### src/hw/rtl/updsn_ram.sv
// ----------------------------------------------------------------------------
// updsn_ram
// Generic simple dual-port RAM: one write port, one read port, registered read.
// ----------------------------------------------------------------------------
module updsn_ram #(
    parameter int WIDTH = 8,
    parameter int DEPTH = 256,
    localparam int ADDR_W = $clog2(DEPTH)
) (
    input  logic              aclk,
    input  logic              we,
    input  logic [ADDR_W-1:0] waddr,
    input  logic [WIDTH-1:0]  wdata,
    input  logic              re,
    input  logic [ADDR_W-1:0] raddr,
    output logic [WIDTH-1:0]  rdata
);

    logic [WIDTH-1:0] mem_reg [DEPTH];
    logic [WIDTH-1:0] rdata_reg;

    always_ff @(posedge aclk) begin
        if (we) begin
            mem_reg[waddr] <= wdata;
        end
        if (re) begin
            rdata_reg <= mem_reg[raddr];
        end
    end

    assign rdata = rdata_reg;

endmodule

### config.mk
export PLATFORM = sky130hd
export DESIGN_NAME = updsn_ram
export DESIGN_NICKNAME = d
export VERILOG_FILES = /design/src/hw/rtl/updsn_ram.sv
export SDC_FILE = /design/constraint.sdc
export NUM_CORES = 2
export LEC_CHECK = 0
export BUFFER_PORTS_ARGS = -buffer_cell sky130_fd_sc_hd__buf_2
export CAP_MARGIN = 5
export CORE_MARGIN = 2
export CORE_UTILIZATION = 40
export DETAILED_ROUTE_END_ITERATION = 10
export PLACE_DENSITY = 0.56
export SETUP_SLACK_MARGIN = 0.2
export SYNTH_ARGS = -nofsm -noshare
export SYNTH_HDL_FRONTEND = slang
export SYNTH_SLANG_ARGS = --single-unit
### constraint.sdc
create_clock -name aclk -period 6.9 [get_ports aclk]
set_input_delay 0.69 -clock aclk [delete_from_list [all_inputs] [get_ports aclk]]
set_output_delay 0.69 -clock aclk [all_outputs]
set_load 0.01 [all_outputs]
After elaboration in Yosys (flattened, before gate mapping)
Memories as Yosys holds them, arrays and structs flattened. A register that Yosys moved wholly into a read port is not among the register bits.
Cells that the tools add are included.
Operators by class
  multiplexer cells: 2
Operators with widths (number)
  two-way mux 1 bit: 2
Word-level totals
  register bits: 0
  RAM bits: 2048
  input bits: 27
  output and inout bits: 8
  logic and storage cells: 3
  memories kept: 1
Memories
  mem_reg: words 256, bits a word 8, rd ports 1, clocked after Yosys merged registers in 1, write ports 1, line 19  | logic [WIDTH-1:0] mem_reg [DEPTH];

Longest topological paths before layout
  depth after elaboration: 2
  mapped depth: 11
  mapped depth without buffers: 6

Worst setup path before layout
OpenSTA, ideal clock, no wires.
  path type: input-to-reg
  start: input raddr[0]
  end: register rdata_reg[2], in the netlist rdata[2], read port of mem_reg (data pin)
  setup time: 269 ps
  data arrival time: 2497 ps
  data required time: 6631 ps
  path slack: 4134 ps
  cell stages on the path: 9
  path buffers: 4
  cells stage by stage: buf_6 buf_12 buf_8 buf_2 mux4_2 a22oi_1 a21oi_1 nor4_1 nor4_2
RTL lines
  from (decl): line 15  | input logic [ADDR_W-1:0] raddr,
  to (decl): line 20  | logic [WIDTH-1:0] rdata_reg;

==> impl_results.md <==
- H-tree levels: 4
- Top cells by area, synth: edfxtp_1 78%, mux4_2 13%, mux2i_1 1.7%
- Setup crit start: raddr[0]
- Max Cap Viol: 0
- Crit path capture type: flip-flop
- Min Clock Period, post-route: 3940 ps
- Gpl congestion: 0.843
- Max VDD drop: 0.250 mV
- Ys async rst share: 0%
- Post-synth EDFFs: 2056
- Hold-fix buffers, CTS: 0
- Cells after Synth: 3733
- Clock transition at path regs: 60 ps
- Layout Utilization: 45.0%
- Startpoint Class: input port
- Crit Path Class: in -> reg
- Register area share after synthesis: 77.5%
- Distinct cells, synth: 54
- Area of the die: 203000 µm²
- Largest register FFs: 2048
- DR vias: 38500
- Primary FF master, synth: edfxtp_1
- Antenna violations before repair: 9
- Register-to-Register Setup Slack: 3470 ps
- Pwr Density: 288 nW/µm²
- Remaining antenna violation count: 0
- Final period util: 57.1%
- Nets: 3858
- Switching pwr: 5.62 mW
- Clock Tree Buf Depth: 3
- Synth area leader: edfxtp_1
- Drt drc: 0
- Pin count of the biggest net entering global routing: 156
- Placed Instances: 6264
- Finished Cell Area: 89000 µm²
- Via density: 5.81
- Core area: 198000 µm²
- Total power: 25.6 mW
- Min-delay worst type: in -> reg
- CTS sink count: 2056
- Seq cells post-synth: 2056
- Total track usage: 20.3%
- DRT Pass-1 Iters: 6
- Number of global-route vias before repair: 38600
- Yosys Warn Count: 0
- Internal: 20.0 mW
- Num CTS Buffers: 204
- WL per Instance: 31.2 µm
- Top-area cell type share of the netlist area: 77.5%
- FMAX: 0.254 GHz
- Most frequent cells in the layout: 2056 x edfxtp_1, 454 x mux4_2, 279 x nor2_1
- Rows: 163
- Fillers: 16600
- Clock Latency Late Sink: 860 ps
- Syn Nets: 3760
- Slew HR: -2.62%
- Area delta synth->final: 11.7%
- Violated checks: slew limit
- CTS tree: yes
- Commonest non-fill, non-tap cell in the layout: edfxtp_1
- Status: finished with violations
- Final setup fails: 0
- R2r endpoint: rdata[5]
- Setup TNS: 0 ps
- # IOs: 35
- DP Area: 82700 µm²
- Critical path fanouts, max: 52
- Root buffer cell: clkbuf_16
- Mapped Area: 79600 µm²
- Worst r2r src: mem_reg[83][5]
- Finished Layout Cells: 6630
- CP arrival: 4510 ps
- Worst R2R Path Depth: 6
- DIE WIDTH: 450 µm
- Initial Util: 40.3%
- Switching fraction of total power: 22.0%
- WL final: 207 mm
- Reg power frac: 53.9%
- Setup crit end: rdata[5]
- RSZ-0062 raised after global routing: false
- P_leak: 27.0 nW
- Post-CTS setup buffer count: 0
- First-pass GRT wire length: 295 mm
- GRT overflow: 0
- Share of layout cells above drive strength 1: 21.8%
- Post-CTS Resized: 0
- DP HPWL: 126 mm
- Max Slew Vio Count: 1
- Least-Margin Pin Slew: 1540 ps
- Clock Skew: 67.6 ps
- Fin. Hold Viols: 0
- Comb power frac: 4.9%
- Initial detailed-routing violation count: 4764
- Required time of the critical path: 7460 ps
- Die Span Y: 450 µm
- Clock Power Share: 41.2%
- IO Port Bufs: 34
- Synth Area per Inst: 21.3 µm²
per-stage QoR:
stage,hold WS [ps],setup WS (ps)
after floorplan,789,4130
after global placement,1000,2160
after detailed placement,1040,2180
after CTS,224,3100
after global routing,238,2920
final,279,2960
how the worst min path moves through the flow:
stage | to | startpoint | cells past startpoint | slack (ps)
after floorplan | mem_reg[0][0] | wdata[0] | 0 | 790
after global placement | rdata[5] | mem_reg[32][5] | 6 | 1000
after detailed placement | rdata[5] | mem_reg[32][5] | 6 | 1040
after CTS | rdata[4] | re | 1 | 220
after global routing | rdata[4] | re | 1 | 240
final | rdata[4] | re | 1 | 280
synthesized netlist by cell type, types with 3 or more instances:
cell,instances
and2_1,6
o22a_1,5
mux2i_1,134
buf_1,22
nor2_1,282
edfxtp_1,2056
buf_8,13
clkbuf_1,111
mux4_2,454
buf_6,21
nor3_1,22
nand4_1,10
nand2b_1,8
o22ai_1,28
buf_4,27
or2_2,4
a221oi_1,13
nor2b_1,31
a22oi_1,133
o32ai_1,4
nand3_1,34
a22o_1,8
a211oi_1,16
buf_2,31
o21ai_0,10
buf_12,8
o211ai_1,10
a21oi_1,96
nand2_1,33
o221ai_1,46
nor4_1,24
nor4_2,3
worst max-delay path, stage by stage:
cell      delay, ps
buf_8           540
buf_12          340
mux4_2          610
a22o_1          260
a221oi_1       1160
o32ai_1         410
nor3_1          300
nor4_1          100
final cells by class:
| class | count | area [µm²] | area share (%) |
|---|---|---|---|
| multi-input cells | 1442 | 16500 | 18.6 |
| inverters | 2 | 7.51 | 0.00844 |
| diodes | 1 | 2.50 | 0.00281 |
| repair buffers | 125 | 1090 | 1.23 |
| clock inverters | 102 | 920 | 1.03 |
| clock buffers | 262 | 5370 | 6.03 |
| flip-flops and latches | 2056 | 61700 | 69.4 |
| well taps | 2640 | 3300 | 3.71 |
power groups by stage:
stage	logic, mW	clock network, mW	registers [mW]
floorplan	0.669	0	14.1
global placement	1.25	0	14.1
detailed placement	1.26	0	14.1
CTS	1.26	10.7	13.8
global route	1.31	11.2	13.8
finish	1.24	10.5	13.8
cells by family (layout without fill, tap and decap cells):
logic type / Yosys count / count (layout) / synth area share (%)
AO/OA/AOI/OAI: 385 / 385 / 3.42
buffers and inverters: 235 / 491 / 1.83
flip-flops: 2056 / 2056 / 77.5
multiplexers: 591 / 591 / 14.6
other: 0 / 1 / 0
AND/OR/NAND/NOR: 466 / 466 / 2.63
layer usage:
layer | global-route usage, % | share of wire [%] | wire (µm)
met4 | 5.31 | 2.5 | 5190
met5 | 0 | 0 | 0
met3 | 3.30 | 6.9 | 14200
met2 | 32.0 | 48 | 98900
met1 | 29.4 | 43 | 88300
Note: power is estimated with default switching activity, not from simulation.
